--- config.mk ---
export PLATFORM = sky130hd
export DESIGN_NAME = mfb_ctrl
export DESIGN_NICKNAME = d
export VERILOG_FILES = /design/src/sv/mfb_pkg.sv /design/src/sv/mfb_ctrl.sv
export VERILOG_INCLUDE_DIRS = /design/src /design/src/sv
export SDC_FILE = /design/constraint.sdc
export NUM_CORES = 1
export LEC_CHECK = 0
export BUFFER_PORTS_ARGS = -buffer_cell sky130_fd_sc_hd__buf_4
export CAP_MARGIN = 20
export CORE_AREA = 2 2 39 41
export DETAILED_ROUTE_END_ITERATION = 16
export DIE_AREA = 0 0 41 43
export PLACE_DENSITY = 0.55
export SYNTH_ARGS = -nofsm -noshare
export SYNTH_HDL_FRONTEND = slang
export SYNTH_SLANG_ARGS = --single-unit
export TNS_END_PERCENT = 10
--- constraint.sdc ---
create_clock -name clk_i -period 2.1 [get_ports clk_i]
set_input_delay 0.42 -clock clk_i [delete_from_list [all_inputs] [get_ports clk_i]]
set_output_delay 0.42 -clock clk_i [all_outputs]
set_load 0.05 [all_outputs]
--- src/sv/assert_macros.svh ---
// ----------------------------------------------------------------------------
// Assertion macros
// Shared concurrent assertion helpers clocked on clk_i and disabled in reset.
// ----------------------------------------------------------------------------
`ifndef ASSERT_MACROS_SVH
`define ASSERT_MACROS_SVH

// The property must hold at every clock edge outside reset.
`define MFB_ASSERT(label, prop, msg) \
  label: assert property (@(posedge clk_i) disable iff (!rst_ni) (prop)) \
    else $error(msg);

// The condition must never be true at a clock edge outside reset.
`define MFB_NEVER(label, cond, msg) \
  label: assert property (@(posedge clk_i) disable iff (!rst_ni) !(cond)) \
    else $error(msg);

`endif

--- src/sv/mfb_pkg.sv ---
// ----------------------------------------------------------------------------
// mfb_pkg
// Types and constants shared by the framebuffer draw engine modules.
// ----------------------------------------------------------------------------
`default_nettype none

package mfb_pkg;

  // Width of the signed working coordinates; wide enough for a clipped bar end.
  localparam int CW = 18;

  typedef enum logic [2:0] {
    CMD_PIXEL  = 3'd0,
    CMD_SPRITE = 3'd1,
    CMD_RECT   = 3'd2,
    CMD_BAR    = 3'd3,
    CMD_READ   = 3'd4
  } cmd_e;

  typedef enum logic [2:0] {
    SEG_PIXEL,
    SEG_SPRITE,
    SEG_TOP,
    SEG_BOT,
    SEG_LEFT,
    SEG_RIGHT,
    SEG_FILL
  } seg_e;

  typedef enum logic [2:0] {
    ST_CLEAR,
    ST_IDLE,
    ST_DIV,
    ST_SEG_CHK,
    ST_PIX_RD,
    ST_PIX_WR,
    ST_RD_ADDR,
    ST_RD_DATA
  } state_e;

  typedef struct packed {
    logic load;
    logic clear_write;
    logic div_step;
    logic seg_next;
    logic pix_write;
    logic pix_advance;
    logic out_load;
  } ctrl_cmd_t;

  typedef struct packed {
    logic clear_last;
    logic div_done;
    logic seg_empty;
    logic pix_last;
    logic last_seg;
  } dp_status_t;

endpackage

`default_nettype wire

--- src/sv/mfb_ctrl.sv ---
// ----------------------------------------------------------------------------
// mfb_ctrl
// Command sequencer: clearing pass, divider wait, per-pixel read-modify-write, byte read.
// ----------------------------------------------------------------------------
`default_nettype none

`include "assert_macros.svh"

module mfb_ctrl import mfb_pkg::*; (
  input  wire logic       clk_i,
  input  wire logic       rst_ni,
  input  wire logic       in_valid_i,
  output logic            in_stall_o,
  input  wire logic [2:0] command_i,
  output logic            out_valid_o,
  input  wire logic       out_stall_i,
  output ctrl_cmd_t       cmd_o,
  input  dp_status_t      st_i
);

  state_e state_q, state_d;
  logic   out_valid_q, out_valid_d;

  always_ff @(posedge clk_i or negedge rst_ni) begin
    if (!rst_ni) begin
      state_q     <= ST_CLEAR;
      out_valid_q <= 1'b0;
    end else begin
      state_q     <= state_d;
      out_valid_q <= out_valid_d;
    end
  end

  always_comb begin
    state_d = state_q;
    cmd_o   = '0;
    unique case (state_q)
      ST_CLEAR: begin
        cmd_o.clear_write = 1'b1;
        if (st_i.clear_last) begin
          state_d = ST_IDLE;
        end
      end
      ST_IDLE: begin
        if (in_valid_i) begin
          cmd_o.load = 1'b1;
          case (command_i)
            CMD_PIXEL, CMD_SPRITE, CMD_RECT: state_d = ST_SEG_CHK;
            CMD_BAR:                         state_d = ST_DIV;
            CMD_READ:                        state_d = ST_RD_ADDR;
            default:                         state_d = ST_IDLE;
          endcase
        end
      end
      ST_DIV: begin
        if (st_i.div_done) begin
          state_d = ST_SEG_CHK;
        end else begin
          cmd_o.div_step = 1'b1;
        end
      end
      ST_SEG_CHK: begin
        if (!st_i.seg_empty) begin
          state_d = ST_PIX_RD;
        end else if (st_i.last_seg) begin
          state_d = ST_IDLE;
        end else begin
          cmd_o.seg_next = 1'b1;
        end
      end
      ST_PIX_RD: begin
        state_d = ST_PIX_WR;
      end
      ST_PIX_WR: begin
        cmd_o.pix_write = 1'b1;
        if (!st_i.pix_last) begin
          cmd_o.pix_advance = 1'b1;
          state_d = ST_PIX_RD;
        end else if (st_i.last_seg) begin
          state_d = ST_IDLE;
        end else begin
          cmd_o.seg_next = 1'b1;
          state_d = ST_SEG_CHK;
        end
      end
      ST_RD_ADDR: begin
        state_d = ST_RD_DATA;
      end
      ST_RD_DATA: begin
        if (!out_valid_q || !out_stall_i) begin
          cmd_o.out_load = 1'b1;
          state_d = ST_IDLE;
        end
      end
      default: begin
        state_d = ST_IDLE;
      end
    endcase
  end

  always_comb begin
    out_valid_d = out_valid_q;
    if (cmd_o.out_load) begin
      out_valid_d = 1'b1;
    end else if (!out_stall_i) begin
      out_valid_d = 1'b0;
    end
  end

  assign in_stall_o  = (state_q != ST_IDLE);
  assign out_valid_o = out_valid_q;

  `MFB_ASSERT(a_result_from_read, $rose(out_valid_q) |-> $past(state_q) == ST_RD_DATA,
              "result appeared without a read transaction")
  `MFB_ASSERT(a_write_after_read, state_q == ST_PIX_WR |-> $past(state_q) == ST_PIX_RD,
              "pixel write without a preceding byte read")
  `MFB_ASSERT(a_div_holds, state_q == ST_DIV && !st_i.div_done |=> state_q == ST_DIV,
              "left the divider before the quotient was ready")

endmodule

`default_nettype wire

==> impl_results.md <==
- Fin. Hold Viols: 0
- Ys Warns: 0
- Detailed placer's ending HPWL: 734 um
- Reg2reg start: state_q[1]
- Average wire per standard cell: 10.6 um
- H-tree depth: 1
- Clock Tree Buf Depth: 2
- Worst-path clk slew: 40 ps
- Setup-failing EPs final: 0
- Crit path DAT: 1500 ps
- Distinct cells, synth: 29
- Worst Setup SP: state_q[1]
- Total number of vias: 448
- First drt pass iteration count: 4
- P per Cell Area: 1520 nW/um2
- Post-Synth Adder-Cell Area: 0%
- Top FF cell, synth: dfrtp_1
- Row Count: 14
- Tmin final: 1920 ps
- WS Path Type: reg -> out
- Sw Share: 54.9%
- Yosys top cell area share: 25.3%
- Die height: 43 um
- Mean Syn Cell Area: 7.32 um2
- Layout Nets: 88
- Worst Tran Pin Value: 400 ps
- Largest family of logic cells by synthesized area: simple AND/OR/NAND/NOR gates
- R2r endpoint: state_q[0]
- R2R Setup Slk: 700 ps
- R2R cell count: 4
- WP data required: 1680 ps
- CTS tree: yes
- Starting density of the core: 28.6%
- Max-capacitance violation count: 0
- Largest net degree at the start of global routing: 16
- FF+latch count, synth: 4
- Gpl congestion: 0.714
- Dominant cells by area after synthesis: dfrtp_1 25%, nand2_1 7.6%, buf_4 5.7%
- Mux cell area share after synthesis: 2.53%
- Vias per inst: 4.98
- Xor and xnor area share after synthesis: 0%
- Fraction of layout cells with a size suffix above 1: 33.8%
- Initial antenna violation count: 0
- Synth Area in Compound Gates: 30.4%
- Worst setup EP type: output port
- Int Power: 0.396 mW
- Clock power share: 10.5%
- Largest area contributor in the netlist: dfrtp_1
- Setup Buffers After CTS: 0
- Psw: 0.481 mW
- Synth Cell Area: 395 um2
- Antenna Cells: 0
- Post-route clock skew: 0.132 ps
- Worst Hold Depth: 3
- Fillers: 141
- Worst skew pair latency: 230 ps
- Sequential Power Share: 24.5%
- Maximum clock rate: 0.520 GHz
- Seq/Total Area, Yosys: 25.3%
- RSZ-0062 raised after global routing: false
- Synth cell count leaders: 8 x nand2_1, 4 x dfrtp_1
- Final instance area: 577 um2
- Lkg Pwr: 0.272 nW
- Status: finished clean
- Placement Cell Area: 543 um2
- GRT Util Overall: 11.8%
- EDFF count, synth: 0
- Setup TNS: 0 ps
- Simple-gate area share of the yosys netlist: 32.0%
- Post-Route WL: 957 um
- Post-route DRC: 0
- Fin Hold WS: 433 ps
- Total die area: 1760 um2
- Synth-to-Final Area Change: 45.9%
- Post-Synthesis Cells: 54
- Setup crit end: cmd_o[3]
- Ports: 21
- First-pass GRT wire length: 1440 um
- Final max-slew violation count: 0
- Antenna Violating Nets Remaining: 0
- Final Power: 0.877 mW
- Root buf cell: clkbuf_4
- Ys async rst share: 100%
- Hold Crit Class: in -> reg
- Logic pwr share: 65.0%
- Core Region: 1380 um2
- Syn nets: 66
- Peak VDD IR: 0.537 mV
- Tcrit/Tclk final: 91.6%
- CTS sink count: 4
- Vias in the first global route: 365
- I/O Buffers: 20
- Iteration-0 DRC count of the detailed router: 6
- Die width: 41 um
- Setup crit start kind: flop
- GRT overflow: 0
- Crit path max fanout: 15
- Num CTS Buffers: 3
- Top-count cell post-synth: nand2_1
- Worst rel slew slack: 73.3%
-- cells by family after synthesis --
logic type,after synthesis
muxes,1
AOI/OAI and AO/OA,17
DFF,4
buffers and inverters,7
and+or+nand+nor,25
-- stage by stage --
step	util (%)	instances	setup WS, ps
5_1_grt	41.7	90	30.3
3_5_place_dp	39.2	86	389
2_1_floorplan	-	54	18.0
3_3_place_gp	39.2	86	403
6_report	41.7	90	177
4_1_cts	41.6	90	136
-- cell type report --
class | instances | area [um2] | share of cell area (%)
multi-input combinational | 43 | 262 | 45.3
sequential | 4 | 101 | 17.6
tap | 16 | 20.0 | 3.47
timing repair buffer | 21 | 160 | 27.8
clock buffer | 3 | 22.5 | 3.90
inverter | 3 | 11.3 | 1.95
-- cells in the final DEF, fill, tap and decap left out --
cell type      netlist  layout
a211oi_1             1       1
a21boi_0             2       2
a21oi_1              1       1
a31oi_1              2       2
a32o_1               1       1
a32oi_1              1       1
and2_1               1       1
and2b_1              1       1
and3_1               2       2
buf_4                3      20
clkbuf_4             0       3
dfrtp_1              4       3
dfrtp_2              0       1
dlygate4sd3_1        0       1
inv_1                3       3
mux2i_1              1       1
nand2_1              8       8
nand2b_1             2       2
nand3_1              1       1
nand4_1              2       2
nor2_1               3       3
nor3_1               3       3
nor3b_2              0       1
o2111ai_1            1       1
o211ai_1             1       1
o21a_1               1       1
o21ai_0              3       3
o21ai_1              1       1
o22a_1               1       1
o2bb2ai_1            1       1
or3_1                1       1
-- worst max-delay path, stage by stage (launching register included) --
cell and delay [ps]:
dfrtp_1 570, inv_1 210, a31oi_1 240, nor3b_2 60, buf_4 190
-- timing repair --
| item | in CTS | in global routing |
|---|---|---|
| hold buffers | 1 | 0 |
| hold endpoints to repair | 4 | 0 |
| gates resized for setup | 0 | 1 |
| setup endpoints to repair | 0 | 1 |
-- sequential cells by signal, summed over array words and instances (netlist names) --
| name | cells |
|---|---|
| out_valid_o | 1 |
| state_q | 3 |
-- per-layer routing --
layer	up-vias	global-route usage [%]	wire length [um]
met5	-	0	0
met4	0	6.00	0
met3	0	3.14	47
met2	10	16.9	445
met1	200	15.7	464
li1	238	-	-
-- how the worst min path moves through the flow --
stage                start     endpoint  slack (ps)
2_1_floorplan       rst_ni  out_valid_o         120
3_3_place_gp        rst_ni  out_valid_o         220
3_5_place_dp        rst_ni  out_valid_o         220
4_1_cts        out_stall_i  out_valid_o         430
5_1_grt        out_stall_i  out_valid_o         440
6_report       out_stall_i  out_valid_o         430
-- power by group through the flow --
stage / logic [mW] / registers, mW / clock network [mW]
4_1_cts: 0.576 / 0.209 / 0.0988
5_1_grt: 0.623 / 0.224 / 0.106
6_report: 0.570 / 0.215 / 0.0921
3_3_place_gp: 0.576 / 0.212 / 0
2_1_floorplan: 0.496 / 0.161 / 0
3_5_place_dp: 0.574 / 0.211 / 0
(Power assumes the default switching activity.)
