==> config.mk <==
export PLATFORM = sky130hd
export DESIGN_NAME = mfb_dp
export DESIGN_NICKNAME = d
export VERILOG_FILES = /design/src/sv/assert_macros.svh /design/src/sv/mfb_pkg.sv /design/src/sv/mfb_dp.sv
export SDC_FILE = /design/constraint.sdc
export NUM_CORES = 1
export LEC_CHECK = 0
export ABC_AREA = 0
export BUFFER_PORTS_ARGS = -buffer_cell sky130_fd_sc_hd__buf_2
export CAP_MARGIN = 25
export CELL_PAD_IN_SITES_DETAIL_PLACEMENT = 1
export CELL_PAD_IN_SITES_GLOBAL_PLACEMENT = 1
export CORE_MARGIN = 5
export CORE_UTILIZATION = 32
export DETAILED_ROUTE_END_ITERATION = 8
export GPL_TIMING_DRIVEN = 0
export MAX_ROUTING_LAYER = met4
export PLACE_DENSITY = 0.58
export SLEW_MARGIN = 20
export SYNTH_ARGS = -nofsm -noshare
export SYNTH_HDL_FRONTEND = slang
export SYNTH_SLANG_ARGS = --single-unit
==> constraint.sdc <==
create_clock -name clk_i -period 17.44 [get_ports clk_i]
set_input_delay 2.616 -clock clk_i [delete_from_list [all_inputs] [get_ports clk_i]]
set_output_delay 2.616 -clock clk_i [all_outputs]
set_load 0.1 [all_outputs]
==> src/sv/assert_macros.svh <==
// ----------------------------------------------------------------------------
// Assertion macros
// Shared concurrent assertion helpers clocked on clk_i and disabled in reset.
// ----------------------------------------------------------------------------
`ifndef ASSERT_MACROS_SVH
`define ASSERT_MACROS_SVH

// The property must hold at every clock edge outside reset.
`define MFB_ASSERT(label, prop, msg) \
  label: assert property (@(posedge clk_i) disable iff (!rst_ni) (prop)) \
    else $error(msg);

// The condition must never be true at a clock edge outside reset.
`define MFB_NEVER(label, cond, msg) \
  label: assert property (@(posedge clk_i) disable iff (!rst_ni) !(cond)) \
    else $error(msg);

`endif

==> src/sv/mfb_pkg.sv <==
// ----------------------------------------------------------------------------
// mfb_pkg
// Types and constants shared by the framebuffer draw engine modules.
// ----------------------------------------------------------------------------
`default_nettype none

package mfb_pkg;

  // Width of the signed working coordinates; wide enough for a clipped bar end.
  localparam int CW = 18;

  typedef enum logic [2:0] {
    CMD_PIXEL  = 3'd0,
    CMD_SPRITE = 3'd1,
    CMD_RECT   = 3'd2,
    CMD_BAR    = 3'd3,
    CMD_READ   = 3'd4
  } cmd_e;

  typedef enum logic [2:0] {
    SEG_PIXEL,
    SEG_SPRITE,
    SEG_TOP,
    SEG_BOT,
    SEG_LEFT,
    SEG_RIGHT,
    SEG_FILL
  } seg_e;

  typedef enum logic [2:0] {
    ST_CLEAR,
    ST_IDLE,
    ST_DIV,
    ST_SEG_CHK,
    ST_PIX_RD,
    ST_PIX_WR,
    ST_RD_ADDR,
    ST_RD_DATA
  } state_e;

  typedef struct packed {
    logic load;
    logic clear_write;
    logic div_step;
    logic seg_next;
    logic pix_write;
    logic pix_advance;
    logic out_load;
  } ctrl_cmd_t;

  typedef struct packed {
    logic clear_last;
    logic div_done;
    logic seg_empty;
    logic pix_last;
    logic last_seg;
  } dp_status_t;

endpackage

`default_nettype wire

==> src/sv/mfb_dp.sv <==
// ----------------------------------------------------------------------------
// mfb_dp
// Datapath: command fields, segment walker, fill divider, byte modify, output.
// ----------------------------------------------------------------------------
`default_nettype none

module mfb_dp import mfb_pkg::*; #(
  parameter int FB_WIDTH  = 128,
  parameter int FB_HEIGHT = 64,
  localparam int Pages    = (FB_HEIGHT + 7) / 8,
  localparam int Bytes    = FB_WIDTH * Pages,
  localparam int AW       = $clog2(Bytes)
) (
  input  wire logic              clk_i,
  input  wire logic              rst_ni,
  input  wire logic [2:0]        command_i,
  input  wire logic signed [8:0] pos_x_i,
  input  wire logic signed [8:0] pos_y_i,
  input  wire logic [7:0]        size_w_i,
  input  wire logic [7:0]        size_h_i,
  input  wire logic              ink_i,
  input  wire logic [7:0]        sprite_bits_i,
  input  wire logic [7:0]        mask_bits_i,
  input  wire logic [3:0]        column_count_i,
  input  wire logic [7:0]        level_i,
  input  wire logic [7:0]        level_max_i,
  input  ctrl_cmd_t              cmd_i,
  output dp_status_t             st_o,
  output logic                   ram_we_o,
  output logic [AW-1:0]          ram_addr_o,
  output logic [7:0]             ram_wdata_o,
  input  wire logic [7:0]        ram_rdata_i,
  output logic [7:0]             read_data_o
);

  localparam logic signed [CW-1:0] WS = CW'(FB_WIDTH);
  localparam logic signed [CW-1:0] HS = CW'(FB_HEIGHT);
  localparam logic signed [CW-1:0] One = CW'(1);

  // Latched command fields.
  logic signed [8:0] x_q, y_q;
  logic [7:0] w_q, h_q, spr_q, msk_q, lmax_q, cnt_q;
  logic [3:0] cols_q;
  logic       ink_q, bar_q;
  seg_e       seg_q;
  logic signed [CW-1:0] fx_q, fy_q;

  // Divider state.
  logic [15:0] quo_q;
  logic [7:0]  rem_q;
  logic [4:0]  div_cnt_q;
  logic [8:0]  trial;

  logic [AW-1:0] clr_q;
  logic [7:0]    read_data_q;

  // Derived coordinates.
  logic signed [CW-1:0] sx, sy, wz, hz, cz, qz;
  logic signed [CW-1:0] fx0, fx_lim, fx_end, fy0, fy_lim, fy_end;
  logic signed [CW-1:0] px, py;
  logic [3:0]  sp_len;
  logic [2:0]  sp_idx;
  logic        en, color, on, live, fill_ok;
  logic [31:0] addr_w;
  logic [7:0]  bit_mask, modified;
  seg_e        seg_nxt;

  assign sx = CW'(x_q);
  assign sy = CW'(y_q);
  assign wz = $signed({{(CW-8){1'b0}}, w_q});
  assign hz = $signed({{(CW-8){1'b0}}, h_q});
  assign cz = $signed({{(CW-8){1'b0}}, cnt_q});
  assign qz = $signed({{(CW-16){1'b0}}, quo_q});

  // Fill window, clipped to the display.
  assign fx0     = (sx + One < 0) ? '0 : sx + One;
  assign fx_lim  = sx + One + qz;
  assign fx_end  = (fx_lim > WS) ? WS : fx_lim;
  assign fy0     = (sy + One < 0) ? '0 : sy + One;
  assign fy_lim  = sy + hz - One;
  assign fy_end  = (fy_lim > HS) ? HS : fy_lim;
  assign fill_ok = (lmax_q != 8'd0) && (quo_q != 16'd0) && (fx0 < fx_end) && (fy0 < fy_end);

  assign sp_len = (cols_q > 4'd8) ? 4'd8 : cols_q;
  assign sp_idx = 3'd7 - cnt_q[2:0];

  always_comb begin
    px         = sx;
    py         = sy;
    en         = 1'b1;
    color      = bar_q | ink_q;
    st_o       = '0;
    seg_nxt    = SEG_FILL;
    case (seg_q)
      SEG_PIXEL: begin
        st_o.pix_last = 1'b1;
        st_o.last_seg = 1'b1;
      end
      SEG_SPRITE: begin
        px             = sx + cz;
        en             = msk_q[sp_idx];
        color          = spr_q[sp_idx];
        st_o.seg_empty = (sp_len == 4'd0);
        st_o.pix_last  = (cnt_q == {4'd0, sp_len} - 8'd1);
        st_o.last_seg  = 1'b1;
      end
      SEG_TOP: begin
        px             = sx + cz;
        st_o.seg_empty = (w_q == 8'd0);
        st_o.pix_last  = (cnt_q == w_q - 8'd1);
        seg_nxt        = SEG_BOT;
      end
      SEG_BOT: begin
        px             = sx + cz;
        py             = sy + hz - One;
        st_o.seg_empty = (w_q == 8'd0);
        st_o.pix_last  = (cnt_q == w_q - 8'd1);
        seg_nxt        = SEG_LEFT;
      end
      SEG_LEFT: begin
        py             = sy + cz;
        st_o.seg_empty = (h_q == 8'd0);
        st_o.pix_last  = (cnt_q == h_q - 8'd1);
        seg_nxt        = SEG_RIGHT;
      end
      SEG_RIGHT: begin
        px             = sx + wz - One;
        py             = sy + cz;
        st_o.seg_empty = (h_q == 8'd0);
        st_o.pix_last  = (cnt_q == h_q - 8'd1);
        st_o.last_seg  = !bar_q;
      end
      SEG_FILL: begin
        px             = fx_q;
        py             = fy_q;
        st_o.seg_empty = !fill_ok;
        st_o.pix_last  = (fx_q == fx_end - One) && (fy_q == fy_end - One);
        st_o.last_seg  = 1'b1;
      end
      default: begin
        st_o.seg_empty = 1'b1;
        st_o.last_seg  = 1'b1;
      end
    endcase
    st_o.clear_last = (clr_q == AW'(Bytes - 1));
    st_o.div_done   = (div_cnt_q == 5'd0);
  end

  assign on   = !px[CW-1] && (px < WS) && !py[CW-1] && (py < HS);
  assign live = on && en;

  assign addr_w   = 32'(py[CW-1:3]) * 32'(FB_WIDTH) + 32'(px);
  assign bit_mask = 8'd1 << py[2:0];
  assign modified = color ? (ram_rdata_i | bit_mask) : (ram_rdata_i & ~bit_mask);

  assign ram_we_o    = cmd_i.clear_write || (cmd_i.pix_write && live);
  assign ram_wdata_o = cmd_i.clear_write ? 8'd0 : modified;
  assign ram_addr_o  = cmd_i.clear_write ? clr_q : addr_w[AW-1:0];

  assign trial = {rem_q, quo_q[15]};

  always_ff @(posedge clk_i or negedge rst_ni) begin
    if (!rst_ni) begin
      clr_q <= '0;
    end else if (cmd_i.clear_write) begin
      clr_q <= clr_q + AW'(1);
    end
  end

  always_ff @(posedge clk_i) begin
    if (cmd_i.load) begin
      x_q       <= pos_x_i;
      y_q       <= pos_y_i;
      w_q       <= size_w_i;
      h_q       <= size_h_i;
      ink_q     <= ink_i;
      spr_q     <= sprite_bits_i;
      msk_q     <= mask_bits_i;
      cols_q    <= column_count_i;
      lmax_q    <= level_max_i;
      bar_q     <= (command_i == CMD_BAR);
      cnt_q     <= 8'd0;
      rem_q     <= 8'd0;
      div_cnt_q <= 5'd16;
      quo_q     <= (size_w_i >= 8'd3) ? {8'd0, level_i} * {8'd0, size_w_i - 8'd2} : 16'd0;
      case (command_i)
        CMD_SPRITE:       seg_q <= SEG_SPRITE;
        CMD_RECT, CMD_BAR: seg_q <= SEG_TOP;
        default:          seg_q <= SEG_PIXEL;
      endcase
    end
    if (cmd_i.div_step) begin
      if (trial >= {1'b0, lmax_q}) begin
        rem_q <= 8'(trial - {1'b0, lmax_q});
        quo_q <= {quo_q[14:0], 1'b1};
      end else begin
        rem_q <= trial[7:0];
        quo_q <= {quo_q[14:0], 1'b0};
      end
      div_cnt_q <= div_cnt_q - 5'd1;
    end
    if (cmd_i.seg_next) begin
      seg_q <= seg_nxt;
      cnt_q <= 8'd0;
      fx_q  <= fx0;
      fy_q  <= fy0;
    end
    if (cmd_i.pix_advance) begin
      cnt_q <= cnt_q + 8'd1;
      if (fx_q == fx_end - One) begin
        fx_q <= fx0;
        fy_q <= fy_q + One;
      end else begin
        fx_q <= fx_q + One;
      end
    end
    if (cmd_i.out_load) begin
      read_data_q <= on ? ram_rdata_i : 8'd0;
    end
  end

  assign read_data_o = read_data_q;

endmodule

`default_nettype wire

==> results.toml <==
[floorplanning]
die_h_um = 233.5
core_area_um2 = 49150
io_pins = 123
start_util_pct = 32.51
rows = 81
die_w_um = 233.5
dieArea_um2 = 54500

[grt]
grt_pass1_vias = 14660
grt_pass1_wl_um = 84640
grt_max_degree = 49
grt.total_usage_pct = 20.46
grt-ovfl-total = 0
grt_antenna_before_repair = 1

[critical_path]
cp_data_required_time_ns = 14.82
cp-end-kind = "primary output"
crit_path_end = "st_o[1]"
crit_arrival_ns = 8.00
r2r_slack_ns = 9.48
path_max_fanout = 9
ff2ff_path_depth = 26
start_kind = "flip-flop"
critPathLaunch = "x_q[1]"
crit_type = "flip-flop to primary output"
r2r-end = "fx_q[8]"
r2r-start = "x_q[1]"

[sta]
max-slew-margin-rel_pct = 33.39
fmax_mhz = 94.17
setup_total_negative_slack_ns = 0
fin_skew_ns = 0.02243
period_share_pct = 60.89
post-route-min-period_ns = 10.62
final-max-slew-violation-count = 0
rsz0062_at_grt = "no"
tightest_slew_ns = 0.9915
hold_violations = 0
setup_viol = 0

[synthesis]
synth-edff-count = 130
synth_area_um2 = 15980
ys_async_sr_fraction_pct = 6.329
syn_avg_cell_area_um2 = 8.722
yosysTopAreaCellShare_pct = 24.43
synth_common_cells = "165 x inv_1, 149 x nor2_1, 139 x ha_1"
synth_fp_nets = 2105
synth_area_leaders = "edfxtp_1 24%, ha_1 11%, fa_1 5.4%, xnor2_1 5.3%, inv_1 3.9%"
yosys_warnings = 0
syn_inst = 1832
synth_seq_cells = 158
synthFlopType = "edfxtp_1"
yosysMostFrequentCell = "inv_1"
ys_seq_area_share_pct = 28.25
synth_top_area_cell = "edfxtp_1"
yosys.cell_types.count = 86

[clocking]
clock_path_buffers = 2
clkSinkCount = 158
htree_num_levels = 4
worstSkewPairLatency_ns = 0.50
cts_setup_buffers = 0
ctsHoldBuffers = 0
cts_made_buffers = 17
cts_tree = "yes"
clkTransAtPathRegs_ns = 0.08
cts-root-buf = "clkbuf_16"
cts_resized = 0

[detailed_routing]
drt-wirelength-per-cell_um = 20.58
viasPerCell = 5.370
num_vias = 14240
drc = 0
drt_iter0_drc = 773
dr.pass1.iters = 5
ant_nets = 0
wl_um = 54570

[status]
outcome = "completed"

[job]
cap_viol_max_count = 0

[pwr]
power_density_nw_per_um2 = 131.0
irDropWorstVdd_v = 0.00004536
p_leak_nw = 7.610
power.total_mw = 2.363

[placement]
portBuffers = 121
post_dp_cell_area_um2 = 17440
hpwl_um = 44590
globalplace.congestion = 0.8980
dp.cells = 2618

[finish]
finalNetCount = 2246
finalNonFillerCells = 2651
final_layout_size_suffix_gt1_share_pct = 11.03
regArea_um2 = 4514
multi_input_area_um2 = 10510
area_growth_pct = 12.91
nFillCells = 5807
fin_area_um2 = 18040
final_util_pct = 36.70

[hold_path]
hp-class = "flip-flop to flip-flop"
-- final cells by class --
type | count | share of cell area, %
well taps | 664 | 4.605
diodes | 1 | 0.01387
flip-flops and latches | 158 | 25.02
inverters | 167 | 3.475
repair buffers | 122 | 3.523
clock buffers | 17 | 2.358
multi-input cells | 1432 | 58.28
plain buffers | 75 | 1.789
clock inverters | 15 | 0.9294
-- per-layer routing --
layer,vias to the layer above,global-route usage (%),routed length (um)
li1,6860,-,-
met4,0,5.285,964
met5,-,-,0
met2,262,31.63,24930
met1,7062,28.16,26490
met3,53,3.245,2179
-- sequential cells by signal, summed over array words and instances (netlist names), 9 cells and up --
| signal | cells |
|---|---|
| fx_q | 18 |
| fy_q | 18 |
| x_q | 9 |
| clr_q | 10 |
| y_q | 9 |
| quo_q | 16 |
-- stage by stage --
step | setup slack (ns) | hold WS [ns]
floorplan | 7.355 | 0.4630
global placement | 7.548 | 0.4857
detailed placement | 7.380 | 0.4845
CTS | 6.803 | 0.4971
global route | 6.321 | 0.5091
finish | 6.820 | 0.4996
-- worst min-delay path by stage --
stage	slack [ns]	endpoint	depth (start not counted)	from
CTS	0.50	clr_q[9]	1	clr_q[9]
finish	0.50	clr_q[9]	1	clr_q[9]
global route	0.51	clr_q[9]	1	clr_q[9]
global placement	0.49	clr_q[9]	1	clr_q[9]
floorplan	0.46	clr_q[9]	1	clr_q[9]
detailed placement	0.48	clr_q[9]	1	clr_q[9]
-- logic make-up (layout without fill, tap and decap cells) --
logic type / count (synthesis) / in the layout / share of synthesized area [%]
buffers and inverters: 242 / 396 / 5.944
AOI/OAI and AO/OA: 390 / 390 / 16.84
DFF: 158 / 158 / 28.25
and+or+nand+nor: 658 / 658 / 20.74
muxes: 51 / 51 / 3.673
other: 0 / 1 / 0
adders and majority gates: 182 / 182 / 16.27
xor gates and xnor gates: 151 / 151 / 8.277
-- report_power, final --
group	switching (mW)	internal [mW]
registers	0.0698	0.483
clock network	0.196	0.192
logic	0.900	0.523
total	1.17	1.20
-- critical path: stages, from the launching register on --
cell	delay, ns
edfxtp_1	0.66
inv_1	0.27
fa_1	0.54
nand2b_1	0.20
a211oi_2	0.49
o21ai_0	0.27
and2_1	0.20
buf_1	0.17
o21ba_1	0.25
or4_1	0.47
buf_2	0.18
o21ai_2	0.34
nand2b_1	0.13
ha_1	0.21
clkbuf_1	0.20
xnor2_1	0.28
nand2_1	0.15
inv_1	0.07
o31ai_1	0.32
o211ai_1	0.15
nor4bb_1	0.31
nand4_1	0.19
nor4_1	0.32
nand4b_1	0.29
o31ai_1	0.35
buf_2	0.49
-- placed cells by master, fill, tap and decap left out, types with 19 or more instances in the layout --
master	instances
fa_1	43
nand2_1	136
and2_1	46
xnor2_1	97
nand4_1	19
nand2b_1	36
a21oi_1	94
edfxtp_1	130
o21ai_0	70
clkbuf_1	54
buf_2	132
nor4_1	23
ha_1	139
xor2_1	54
nand3_1	82
mux2i_1	29
nor2_1	149
a21o_1	35
inv_1	165
nor2b_1	32
nor3_1	54
Note: power is estimated with default switching activity, not from simulation.
